## src/sv/nrpt_pkg.sv

```systemverilog
`timescale 1ns / 1ps
// ----------------------------------------------------------------------------
// Node remote page translation: shared package
// Field widths, operation and status codes, page size constants and the
// layout of one entry of the region table.
// ----------------------------------------------------------------------------
package nrpt_pkg;

	// Default table and pool limits.
	localparam int MAX_REGIONS_DEF = 16;
	localparam int POOL_COUNT_DEF  = 16;

	// Page geometry: a megabyte holds this many 4 KiB pages.
	localparam int PAGE_BYTES   = 4096;
	localparam int MB_BYTES     = 1 << 20;
	localparam int PAGES_PER_MB = MB_BYTES / PAGE_BYTES;
	localparam int MB_SHIFT     = $clog2(PAGES_PER_MB);

	// Field widths.
	localparam int PAGE_W   = 32;
	localparam int MB_W     = 16;
	localparam int POOL_W   = 4;
	localparam int STATUS_W = 3;
	localparam int MODE_W   = 2;
	localparam int NPAGE_W  = MB_W + MB_SHIFT;

	// Operation codes.
	typedef enum logic [MODE_W-1:0] {
		MODE_ADD    = 2'd0,
		MODE_LOCAL  = 2'd1,
		MODE_REMOTE = 2'd2,
		MODE_XLATE  = 2'd3
	} mode_t;

	// Result status codes.
	typedef enum logic [STATUS_W-1:0] {
		ST_OK         = 3'd0,
		ST_POOL_SMALL = 3'd1,
		ST_TABLE_FULL = 3'd2,
		ST_NO_FREE    = 3'd3,
		ST_NOT_MAPPED = 3'd4
	} status_t;

	// One region table entry.
	typedef struct packed {
		logic [PAGE_W-1:0]  node_base;
		logic [PAGE_W-1:0]  pool_base;
		logic [NPAGE_W-1:0] size_pages;
		logic [POOL_W-1:0]  pool;
	} region_t;

endpackage

```

## src/sv/nrpt_ifs.sv

```systemverilog
`timescale 1ns / 1ps
// ----------------------------------------------------------------------------
// Node remote page translation: channel interfaces
// Request, response and configuration channels with valid/ready handshake.
// ----------------------------------------------------------------------------

// Request channel: one word per operation.
interface nrpt_req_if import nrpt_pkg::*; ();
	logic              valid;
	logic              ready;
	logic [MODE_W-1:0] mode;
	logic [PAGE_W-1:0] page;
	logic [MB_W-1:0]   region_mb;
	logic [PAGE_W-1:0] pool_base_page;
	logic [POOL_W-1:0] pool;
	logic [PAGE_W-1:0] pool_free_pages;

	modport source (output valid, mode, page, region_mb, pool_base_page, pool,
		pool_free_pages, input ready);
	modport sink (input valid, mode, page, region_mb, pool_base_page, pool,
		pool_free_pages, output ready);
endinterface

// Response channel: one word per request.
interface nrpt_rsp_if import nrpt_pkg::*; ();
	logic                valid;
	logic                ready;
	logic [STATUS_W-1:0] status;
	logic [PAGE_W-1:0]   page_out;
	logic [POOL_W-1:0]   pool_out;
	logic                page_local;
	logic [PAGE_W-1:0]   free_count;

	modport source (output valid, status, page_out, pool_out, page_local, free_count,
		input ready);
	modport sink (input valid, status, page_out, pool_out, page_local, free_count,
		output ready);
endinterface

// Configuration channel: write of the local page count.
interface nrpt_cfg_if import nrpt_pkg::*; ();
	logic              valid;
	logic              ready;
	logic [PAGE_W-1:0] data;

	modport source (output valid, data, input ready);
	modport sink (input valid, data, output ready);
endinterface

```

## src/sv/node_remote_page_translation_core.sv

```systemverilog
`timescale 1ns / 1ps
// Allocate and add-region words are decided in the execute state and then go to the output register.
// A translation that is not local and meets a filled table scans the entries oldest first and, on a hit,
// forms the pool page in a final state; a miss, a local page or an empty table skips that state.
// Throughput: one word at a time; the region scan reads one table entry per cycle.
// Reset clears the counters and local page count to zero; the table contents are
// not cleared and only entries below the region count are ever matched.
// ----------------------------------------------------------------------------
// Node remote page translation core
// Keeps the node page map: local pages, remote regions granted by pools and
// allocation counters. Region entries live in a synchronous table memory that
// translations scan in order.
// ----------------------------------------------------------------------------
module node_remote_page_translation_core import nrpt_pkg::*; #(
	parameter int MAX_REGIONS = MAX_REGIONS_DEF,
	parameter int POOL_COUNT  = POOL_COUNT_DEF
) (
	input  logic       clk,
	input  logic       arst_n,
	nrpt_cfg_if.sink   cfg,
	nrpt_req_if.sink   req,
	nrpt_rsp_if.source rsp
);

	localparam int IDX_W = (MAX_REGIONS > 1) ? $clog2(MAX_REGIONS) : 1;
	localparam int CNT_W = $clog2(MAX_REGIONS + 1);

	typedef enum logic [2:0] {
		S_IDLE,
		S_EXEC,
		S_SCAN,
		S_FIN,
		S_OUT
	} state_t;

	state_t state_q;

	// Map state.
	logic [PAGE_W-1:0] lpc_q;
	logic [PAGE_W-1:0] total_q;
	logic [PAGE_W-1:0] remote_total_q;
	logic [PAGE_W-1:0] local_used_q;
	logic [PAGE_W-1:0] remote_used_q;
	logic [PAGE_W-1:0] free_q;
	logic [CNT_W-1:0]  region_count_q;

	// Captured request word.
	mode_t             item_mode_q;
	logic [PAGE_W-1:0] item_page_q;
	logic [MB_W-1:0]   item_mb_q;
	logic [PAGE_W-1:0] item_rbase_q;
	logic [POOL_W-1:0] item_pool_q;
	logic [PAGE_W-1:0] item_pfree_q;

	// Scan and pending result.
	logic [IDX_W-1:0]  idx_q;
	logic [PAGE_W-1:0] hit_off_q;
	logic [PAGE_W-1:0] hit_rbase_q;
	logic [POOL_W-1:0] hit_pool_q;
	status_t           res_status_q;
	logic [PAGE_W-1:0] res_page_q;
	logic [POOL_W-1:0] res_pool_q;
	logic              res_local_q;

	// Response output register.
	logic              rsp_valid_q;
	status_t           rsp_status_q;
	logic [PAGE_W-1:0] rsp_page_q;
	logic [POOL_W-1:0] rsp_pool_q;
	logic              rsp_local_q;
	logic [PAGE_W-1:0] rsp_free_q;

	// Table memory ports.
	logic             mem_wr_en;
	region_t          mem_wr_data;
	logic [IDX_W-1:0] mem_rd_addr;
	region_t          mem_rd_data;

	// Decoded conditions.
	logic [NPAGE_W-1:0] npages;
	logic               pool_refused;
	logic               table_full;
	logic [PAGE_W:0]    total_sum;
	logic               local_none;
	logic               remote_none;
	logic               page_is_local;
	logic [PAGE_W:0]    page_diff;
	logic               entry_hit;
	logic [CNT_W-1:0]   idx_nxt;
	logic               scan_last;
	logic               req_fire;
	logic               cfg_fire;
	logic               out_load;

	// Configuration is taken only while no word is being worked on, and wins
	// over a request offered in the same cycle.
	assign req_fire  = req.valid && req.ready;
	assign cfg_fire  = cfg.valid && cfg.ready;
	assign cfg.ready = (state_q == S_IDLE);
	assign req.ready = (state_q == S_IDLE) && !cfg.valid;

	// Region size in pages and grant checks.
	assign npages       = NPAGE_W'(item_mb_q) << MB_SHIFT;
	assign total_sum    = {1'b0, total_q} + (PAGE_W + 1)'(npages);
	assign pool_refused = (32'(item_pool_q) >= 32'(POOL_COUNT))
		|| (item_pfree_q < PAGE_W'(npages));
	assign table_full   = (region_count_q >= CNT_W'(MAX_REGIONS)) || total_sum[PAGE_W];

	// Allocation exhaustion.
	assign local_none  = (local_used_q >= lpc_q) || (free_q == '0);
	assign remote_none = (remote_used_q >= remote_total_q) || (free_q == '0);

	// Translation: local range, then compare against the entry read this cycle.
	assign page_is_local = item_page_q < lpc_q;
	assign page_diff     = {1'b0, item_page_q} - {1'b0, mem_rd_data.node_base};
	assign entry_hit     = !page_diff[PAGE_W]
		&& (page_diff[PAGE_W-1:0] < PAGE_W'(mem_rd_data.size_pages));
	assign idx_nxt       = CNT_W'(idx_q) + CNT_W'(1);
	assign scan_last     = (idx_nxt == region_count_q);

	// The output register takes a finished result when it is empty or being emptied.
	assign out_load = (state_q == S_OUT) && (!rsp_valid_q || rsp.ready);

	// Table access: new entries go in at the region count; the scan reads in order.
	// Writes and scans belong to different words, so they never overlap.
	assign mem_wr_en   = (state_q == S_EXEC) && (item_mode_q == MODE_ADD)
		&& !pool_refused && !table_full;
	assign mem_wr_data = '{node_base: total_q, pool_base: item_rbase_q,
		size_pages: npages, pool: item_pool_q};
	assign mem_rd_addr = (state_q == S_EXEC) ? '0 : idx_nxt[IDX_W-1:0];

	nrpt_region_mem #(
		.MAX_REGIONS(MAX_REGIONS),
		.IDX_W      (IDX_W)
	) u_region_mem (
		.clk    (clk),
		.wr_en  (mem_wr_en),
		.wr_addr(region_count_q[IDX_W-1:0]),
		.wr_data(mem_wr_data),
		.rd_addr(mem_rd_addr),
		.rd_data(mem_rd_data)
	);

	// Sequencer, map state and response register.
	always_ff @(posedge clk or negedge arst_n) begin
		if (!arst_n) begin
			state_q        <= S_IDLE;
			lpc_q          <= '0;
			total_q        <= '0;
			remote_total_q <= '0;
			local_used_q   <= '0;
			remote_used_q  <= '0;
			free_q         <= '0;
			region_count_q <= '0;
			item_mode_q    <= MODE_ADD;
			item_page_q    <= '0;
			item_mb_q      <= '0;
			item_rbase_q   <= '0;
			item_pool_q    <= '0;
			item_pfree_q   <= '0;
			idx_q          <= '0;
			hit_off_q      <= '0;
			hit_rbase_q    <= '0;
			hit_pool_q     <= '0;
			res_status_q   <= ST_OK;
			res_page_q     <= '0;
			res_pool_q     <= '0;
			res_local_q    <= 1'b0;
			rsp_valid_q    <= 1'b0;
			rsp_status_q   <= ST_OK;
			rsp_page_q     <= '0;
			rsp_pool_q     <= '0;
			rsp_local_q    <= 1'b0;
			rsp_free_q     <= '0;
		end else begin
			// The output register loads a new result or empties once its word is taken.
			if (out_load) begin
				rsp_valid_q  <= 1'b1;
				rsp_status_q <= res_status_q;
				rsp_page_q   <= res_page_q;
				rsp_pool_q   <= res_pool_q;
				rsp_local_q  <= res_local_q;
				rsp_free_q   <= free_q;
			end else if (rsp.ready) begin
				rsp_valid_q <= 1'b0;
			end

			// Writing the local page count restarts the map.
			if (cfg_fire) begin
				lpc_q          <= cfg.data;
				total_q        <= cfg.data;
				free_q         <= cfg.data;
				remote_total_q <= '0;
				local_used_q   <= '0;
				remote_used_q  <= '0;
				region_count_q <= '0;
			end

			case (state_q)
				S_IDLE: begin
					if (req_fire) begin
						item_mode_q  <= mode_t'(req.mode);
						item_page_q  <= req.page;
						item_mb_q    <= req.region_mb;
						item_rbase_q <= req.pool_base_page;
						item_pool_q  <= req.pool;
						item_pfree_q <= req.pool_free_pages;
						state_q      <= S_EXEC;
					end
				end

				S_EXEC: begin
					res_status_q <= ST_OK;
					res_page_q   <= '0;
					res_pool_q   <= '0;
					res_local_q  <= 1'b0;
					state_q      <= S_OUT;
					case (item_mode_q)
						MODE_ADD: begin
							if (pool_refused) begin
								res_status_q <= ST_POOL_SMALL;
							end else if (table_full) begin
								res_status_q <= ST_TABLE_FULL;
							end else begin
								res_page_q     <= total_q;
								region_count_q <= region_count_q + CNT_W'(1);
								total_q        <= total_sum[PAGE_W-1:0];
								free_q         <= free_q + PAGE_W'(npages);
								remote_total_q <= remote_total_q + PAGE_W'(npages);
							end
						end
						MODE_LOCAL: begin
							if (local_none) begin
								res_status_q <= ST_NO_FREE;
							end else begin
								res_page_q   <= local_used_q;
								local_used_q <= local_used_q + PAGE_W'(1);
								free_q       <= free_q - PAGE_W'(1);
							end
						end
						MODE_REMOTE: begin
							if (remote_none) begin
								res_status_q <= ST_NO_FREE;
							end else begin
								res_page_q    <= lpc_q + remote_used_q;
								remote_used_q <= remote_used_q + PAGE_W'(1);
								free_q        <= free_q - PAGE_W'(1);
							end
						end
						MODE_XLATE: begin
							if (page_is_local) begin
								res_local_q <= 1'b1;
								res_page_q  <= item_page_q;
							end else if (region_count_q == '0) begin
								res_status_q <= ST_NOT_MAPPED;
							end else begin
								idx_q   <= '0;
								state_q <= S_SCAN;
							end
						end
						default: begin
							res_status_q <= ST_OK;
						end
					endcase
				end

				// One table entry per cycle, oldest first; the first hit wins.
				S_SCAN: begin
					if (entry_hit) begin
						hit_off_q   <= page_diff[PAGE_W-1:0];
						hit_rbase_q <= mem_rd_data.pool_base;
						hit_pool_q  <= mem_rd_data.pool;
						state_q     <= S_FIN;
					end else if (scan_last) begin
						res_status_q <= ST_NOT_MAPPED;
						state_q      <= S_OUT;
					end else begin
						idx_q <= idx_nxt[IDX_W-1:0];
					end
				end

				// Page inside the pool: remote base plus offset, wrapping.
				S_FIN: begin
					res_page_q <= hit_rbase_q + hit_off_q;
					res_pool_q <= hit_pool_q;
					state_q    <= S_OUT;
				end

				// Hand the result to the output register once it is free.
				S_OUT: begin
					if (out_load) begin
						state_q <= S_IDLE;
					end
				end

				default: begin
					state_q <= S_IDLE;
				end
			endcase
		end
	end

	assign rsp.valid      = rsp_valid_q;
	assign rsp.status     = rsp_status_q;
	assign rsp.page_out   = rsp_page_q;
	assign rsp.pool_out   = rsp_pool_q;
	assign rsp.page_local = rsp_local_q;
	assign rsp.free_count = rsp_free_q;

endmodule

```

## src/sv/nrpt_region_mem.sv

```systemverilog
`timescale 1ns / 1ps
// ----------------------------------------------------------------------------
// Node remote page translation: region table memory
// Single write port, single read port, registered read data.
// ----------------------------------------------------------------------------
module nrpt_region_mem import nrpt_pkg::*; #(
	parameter int MAX_REGIONS = MAX_REGIONS_DEF,
	parameter int IDX_W       = (MAX_REGIONS > 1) ? $clog2(MAX_REGIONS) : 1
) (
	input  logic             clk,
	input  logic             wr_en,
	input  logic [IDX_W-1:0] wr_addr,
	input  region_t          wr_data,
	input  logic [IDX_W-1:0] rd_addr,
	output region_t          rd_data
);

	region_t mem_q [MAX_REGIONS];
	region_t rd_data_q;

	// Write port.
	always_ff @(posedge clk) begin
		if (wr_en) begin
			mem_q[wr_addr] <= wr_data;
		end
	end

	// Read port, data valid the cycle after the address.
	always_ff @(posedge clk) begin
		rd_data_q <= mem_q[rd_addr];
	end

	assign rd_data = rd_data_q;

endmodule

```

## src/flat_wrapper.sv

```systemverilog
// flat-port wrapper written by rule: the top's interface ports become plain ports
module node_remote_page_translation_core_flat import nrpt_pkg::*;
#(
	parameter int MAX_REGIONS = MAX_REGIONS_DEF,
	parameter int POOL_COUNT  = POOL_COUNT_DEF
)
  (clk, arst_n, cfg_valid, cfg_data, cfg_ready, req_valid, req_mode, req_page, req_region_mb, req_pool_base_page, req_pool, req_pool_free_pages, req_ready, rsp_valid, rsp_status, rsp_page_out, rsp_pool_out, rsp_page_local, rsp_free_count, rsp_ready);
  nrpt_cfg_if cfg_i ();
  nrpt_req_if req_i ();
  nrpt_rsp_if rsp_i ();
  input  logic clk;
  input  logic arst_n;
  input wire logic [$bits(cfg_i.valid)-1:0] cfg_valid;
  input wire logic [$bits(cfg_i.data)-1:0] cfg_data;
  output wire logic [$bits(cfg_i.ready)-1:0] cfg_ready;
  input wire logic [$bits(req_i.valid)-1:0] req_valid;
  input wire logic [$bits(req_i.mode)-1:0] req_mode;
  input wire logic [$bits(req_i.page)-1:0] req_page;
  input wire logic [$bits(req_i.region_mb)-1:0] req_region_mb;
  input wire logic [$bits(req_i.pool_base_page)-1:0] req_pool_base_page;
  input wire logic [$bits(req_i.pool)-1:0] req_pool;
  input wire logic [$bits(req_i.pool_free_pages)-1:0] req_pool_free_pages;
  output wire logic [$bits(req_i.ready)-1:0] req_ready;
  output wire logic [$bits(rsp_i.valid)-1:0] rsp_valid;
  output wire logic [$bits(rsp_i.status)-1:0] rsp_status;
  output wire logic [$bits(rsp_i.page_out)-1:0] rsp_page_out;
  output wire logic [$bits(rsp_i.pool_out)-1:0] rsp_pool_out;
  output wire logic [$bits(rsp_i.page_local)-1:0] rsp_page_local;
  output wire logic [$bits(rsp_i.free_count)-1:0] rsp_free_count;
  input wire logic [$bits(rsp_i.ready)-1:0] rsp_ready;
  assign cfg_i.valid = cfg_valid;
  assign cfg_i.data = cfg_data;
  assign cfg_ready = cfg_i.ready;
  assign req_i.valid = req_valid;
  assign req_i.mode = req_mode;
  assign req_i.page = req_page;
  assign req_i.region_mb = req_region_mb;
  assign req_i.pool_base_page = req_pool_base_page;
  assign req_i.pool = req_pool;
  assign req_i.pool_free_pages = req_pool_free_pages;
  assign req_ready = req_i.ready;
  assign rsp_valid = rsp_i.valid;
  assign rsp_status = rsp_i.status;
  assign rsp_page_out = rsp_i.page_out;
  assign rsp_pool_out = rsp_i.pool_out;
  assign rsp_page_local = rsp_i.page_local;
  assign rsp_free_count = rsp_i.free_count;
  assign rsp_i.ready = rsp_ready;
  node_remote_page_translation_core #(.MAX_REGIONS(MAX_REGIONS), .POOL_COUNT(POOL_COUNT)) u_core (.clk(clk), .arst_n(arst_n), .cfg(cfg_i), .req(req_i), .rsp(rsp_i));
endmodule
```

## config.mk

```make
export PLATFORM = sky130hd
export DESIGN_NAME = node_remote_page_translation_core_flat
export DESIGN_NICKNAME = d
export VERILOG_FILES = /design/src/sv/nrpt_pkg.sv /design/src/sv/nrpt_ifs.sv /design/src/sv/node_remote_page_translation_core.sv /design/src/sv/nrpt_region_mem.sv /design/src/flat_wrapper.sv
export SDC_FILE = /design/constraint.sdc
export NUM_CORES = 2
export LEC_CHECK = 0
export ABC_AREA = 1
export BUFFER_PORTS_ARGS = -buffer_cell sky130_fd_sc_hd__buf_4
export CORE_MARGIN = 4
export CORE_UTILIZATION = 57
export DETAILED_ROUTE_END_ITERATION = 8
export HOLD_SLACK_MARGIN = 0.02
export PLACE_DENSITY_LB_ADDON = 0.2
export SKIP_CTS_REPAIR_TIMING = 1
export SYNTH_ARGS = -nofsm -noshare
export SYNTH_HDL_FRONTEND = slang
export SYNTH_HIERARCHICAL = 1
export SYNTH_SLANG_ARGS = --single-unit
```

## constraint.sdc

```tcl
create_clock -name clk -period 7.1 [get_ports clk]
set_clock_uncertainty 0.05 [all_clocks]
set_input_delay 1.065 -clock clk [delete_from_list [all_inputs] [get_ports clk]]
set_output_delay 1.065 -clock clk [all_outputs]
set_load 0.1 [all_outputs]
```

==> key figures <==
Global routing
  – First-pass GRT wire length: 453000 µm
  – Vias in the first global route: 73100
  – Largest net degree at the start of global routing: 221
  – Total Routing Usage GR: 33.3%
  – Initial antenna violation count: 14
  – Grt ovf: 0

Synthesis
  – Number of flops mapped to enable cells by yosys: 1472
  – Post-synthesis cell area: 99700 µm²
  – Post-Syn Instances: 11000
  – Top cell type's share of synthesized area: 44.3%
  – Ys Warns: 6
  – Synth Register Bits: 2059
  – Area leader, netlist: edfxtp_1
  – Main synth FF type: edfxtp_1
  – Ys async rst share: 24.0%
  – Yosys cell types: 57
  – Sequential share of the synthesized area: 58.6%
  – Top cells by area, synth: edfxtp_1, nand2_1, dfrtp_1
  – Avg Cell Area, Syn: 9.07 µm²

Power
  – NetSw: 20.3 mW
  – Gate power share: 38.3%
  – Worst vdd ir: 443 µV
  – Final Power: 47.4 mW
  – Flop pwr share: 38.1%
  – Pwr dens: 427 nW/µm²
  – Sw frac: 42.8%
  – Share of total power in the clock network: 23.6%
  – P_int: 27.1 mW
  – Leak Pwr: 51.5 nW

Clock network
  – Root Driver: clkbuf_16
  – Clock-pin slew of the registers on the worst-case setup and hold paths: 0.06 ns
  – Skew-Pair Late Insertion Delay: 0.86 ns
  – Sink Count: 2059
  – TritonCTS buffer count: 209
  – CTS tree: done
  – Htree depth: 4
  – Max Buffers Root-to-Sink: 3

Setup path
  – Worst r2r path cells: 18
  – CP Launch Type: flop
  – Worst Path Arrival: 5.54 ns
  – Crit. Startpoint: u_core/item_mb_q[1]
  – Worst Path Required: 7.55 ns
  – Worst Setup End Kind: flop
  – Crit Path Category: reg2reg
  – Worst flop-to-flop path startpoint: u_core/item_mb_q[1]
  – Biggest fanout along the worst timing path: 39

Detailed routing
  – Met2 wire length: 138000 µm
  – Starting DRT DRC Count: 8245
  – Vias per Instance: 5.59
  – Max layer used: met5
  – Antenna Violating Nets Remaining: 0
  – Drt pass-1 iters: 6
  – DR DRC count: 0
  – Met3 WL: 29100 µm
  – Metal1 wirelength: 127000 µm
  – Total wire length: 304000 µm
  – Drt wl/cell: 22.1 µm
  – DR vias: 76800

Hold path
  – Min-Delay Path Class: in2async

Floorplan
  – # rows: 153
  – Die area: 182000 µm²
  – Io pins: 230
  – Starting density of the core: 57.4%
  – Die X: 426 µm
  – Die Ht: 426 µm
  – Core Area: 174000 µm²

STA
  – Final hold violation count: 0
  – Count of final setup violators: 0
  – Max-slew violations: 0
  – Crit path time final: 5.10 ns
  – Relative slew margins: 12.2%
  – RSZ-0062 raised after global routing: false
  – Worst Tran Pin Value: 1.31 ns
  – Fmax: 0.196 GHz
  – Setup TNS: 0 ns
  – Final worst slack: 2.00 ns
  – Final period util: 71.8%

Final layout
  – Layout cells sized above 1: 6.95%
  – Fill cells: 14300
  – Fin area: 111000 µm²
  – Final net count: 11700
  – Fin cells: 13700
  – Area growth from synthesis to layout: 11.5%

Placed design
  – Port bufs: 221
  – Placement Setup Slack: 2.06 ns
  – Post-Place Cell Area: 104000 µm²
  – Inst Count DP: 13300
  – Detail Placement HPWL: 194000 µm
  – RePlAce Congestion: 0.992

Flow run
  – Total of max-cap violations: 0

Status
  – Status: finished, final reports clean
==> per-stage QoR <==
step           util [%]  hold WS (ns)
6_report           63.9         0.151
5_1_grt            63.9         0.165
4_1_cts            63.9         0.126
3_5_place_dp       59.9         0.402
3_3_place_gp       59.9         0.387
2_1_floorplan         -         0.365
==> worst paths after layout <==
path	end	slack (ns)
worst max-delay path	u_core/u_region_mem/mem_q[12][0]	2.00
worst min-delay path	u_core/rsp.page_out[2]	0.15
worst max register to register	u_core/u_region_mem/mem_q[12][0]	2.00
worst min register to register	u_core/hit_pool_q[1]	0.42
max in group asynchronous	u_core/remote_total_q[24]	5.12
min in group clk	u_core/item_pfree_q[22]	0.34
==> power by group through the flow <==
| stage | clock (mW) | sequential, mW | combinational (mW) |
|---|---|---|---|
| final | 11.2 | 18.1 | 18.2 |
| after global routing | 11.8 | 18.2 | 20.0 |
| after detailed placement | 0 | 18.3 | 17.8 |
| after CTS | 11.3 | 18.1 | 17.9 |
| after floorplan | 0 | 18.3 | 11.3 |
| after global placement | 0 | 18.2 | 17.4 |
==> cell usage in the layout (no fill, tap or decap), types with 32 or more instances in the layout <==
cell / count
edfxtp_1: 1472
dfrtp_1: 495
nand4_1: 110
clkbuf_16: 215
inv_1: 1772
ha_1: 282
clkbuf_1: 57
nor2_1: 356
a21oi_1: 302
conb_1: 128
buf_12: 32
o21ai_0: 349
nand3_1: 1326
dfxtp_1: 92
buf_4: 295
o21ai_1: 47
clkinv_2: 41
xnor2_1: 39
nor3_1: 48
nand2_1: 3418
clkbuf_8: 33
xor2_1: 97
==> cells by family (layout without fill, tap and decap cells) <==
| group | count (synthesis) | count (layout) | share of synthesized area (%) |
|---|---|---|---|
| simple gates | 5369 | 5369 | 22.5 |
| mux | 33 | 33 | 0.370 |
| other cells | 1 | 134 | 0.00376 |
| compound gates | 873 | 873 | 4.81 |
| flops | 2059 | 2059 | 58.6 |
| xor+xnor | 136 | 136 | 1.19 |
| buf+inv | 2230 | 2515 | 8.85 |
| fa+ha+maj | 288 | 288 | 3.66 |
==> metal layers <==
layer / GRT usage, % / up-vias
li1: - / 35900
met1: 47.6 / 36700
met2: 51.8 / 3589
met3: 6.31 / 550
met4: 11.2 / 4
met5: 0 / -
==> worst max-delay path: stages (launching register included) <==
cell and delay [ns]:
dfrtp_1 0.89, inv_1 0.30, ha_1 0.37, o21ai_0 0.08, nand2_1 0.07, nand3_1 0.06
nand2_1 0.06, nand2_1 0.04, nand2_1 0.07, nand2_1 0.06, nand2_2 0.22, nand2_1 0.25
nor2_4 0.15, nand2_2 0.13, clkinv_1 0.16, buf_4 0.32, nand3_1 0.36, nor2_4 0.62
buf_12 0.35
==> cell usage after synthesis, types with 23 or more instances <==
library cell  count
buf_1            23
o21ai_1          47
inv_1          1775
nand2_1        3419
nor3_1           49
xnor2_1          39
a21o_1           24
ha_1            282
a31oi_1          31
nor2_1          378
edfxtp_1       1472
mux2_2           31
dfrtp_1         495
buf_2           212
xor2_1           97
a21oi_1         302
o21ai_0         349
nand3_1        1327
buf_4            23
dfxtp_1          92
clkbuf_1        169
nand4_1         110
==> layout make-up <==
type | instances | area (µm²) | area share, %
Sequential cell | 2059 | 58400 | 52.6
Multi-Input combinational cell | 6827 | 33100 | 29.8
Inverter | 1790 | 6750 | 6.08
Clock buffer | 305 | 6050 | 5.44
Tap cell | 2325 | 2910 | 2.62
Timing Repair Buffer | 328 | 2870 | 2.58
Clock inverter | 92 | 1020 | 0.914
Antenna cell | 6 | 15.0 | 0.0135
==> sequential cells by signal, indices dropped and copies added, names as in the netlist, 5 cells and up <==
signal / flops
u_core/free_q: 32
u_core/hit_off_q: 32
u_core/hit_rbase_q: 32
u_core/item_mb_q: 16
u_core/item_page_q: 32
u_core/item_pfree_q: 24
u_core/item_rbase_q: 32
u_core/local_used_q: 32
u_core/lpc_q: 32
u_core/region_count_q: 5
u_core/remote_total_q: 32
u_core/remote_used_q: 32
u_core/res_page_q: 32
u_core/rsp.free_count: 32
u_core/rsp.page_out: 32
u_core/total_q: 32
u_core/u_region_mem/mem_q: 1472
u_core/u_region_mem/rd_data: 92
No activity file was read; power rests on OpenSTA's default activity.
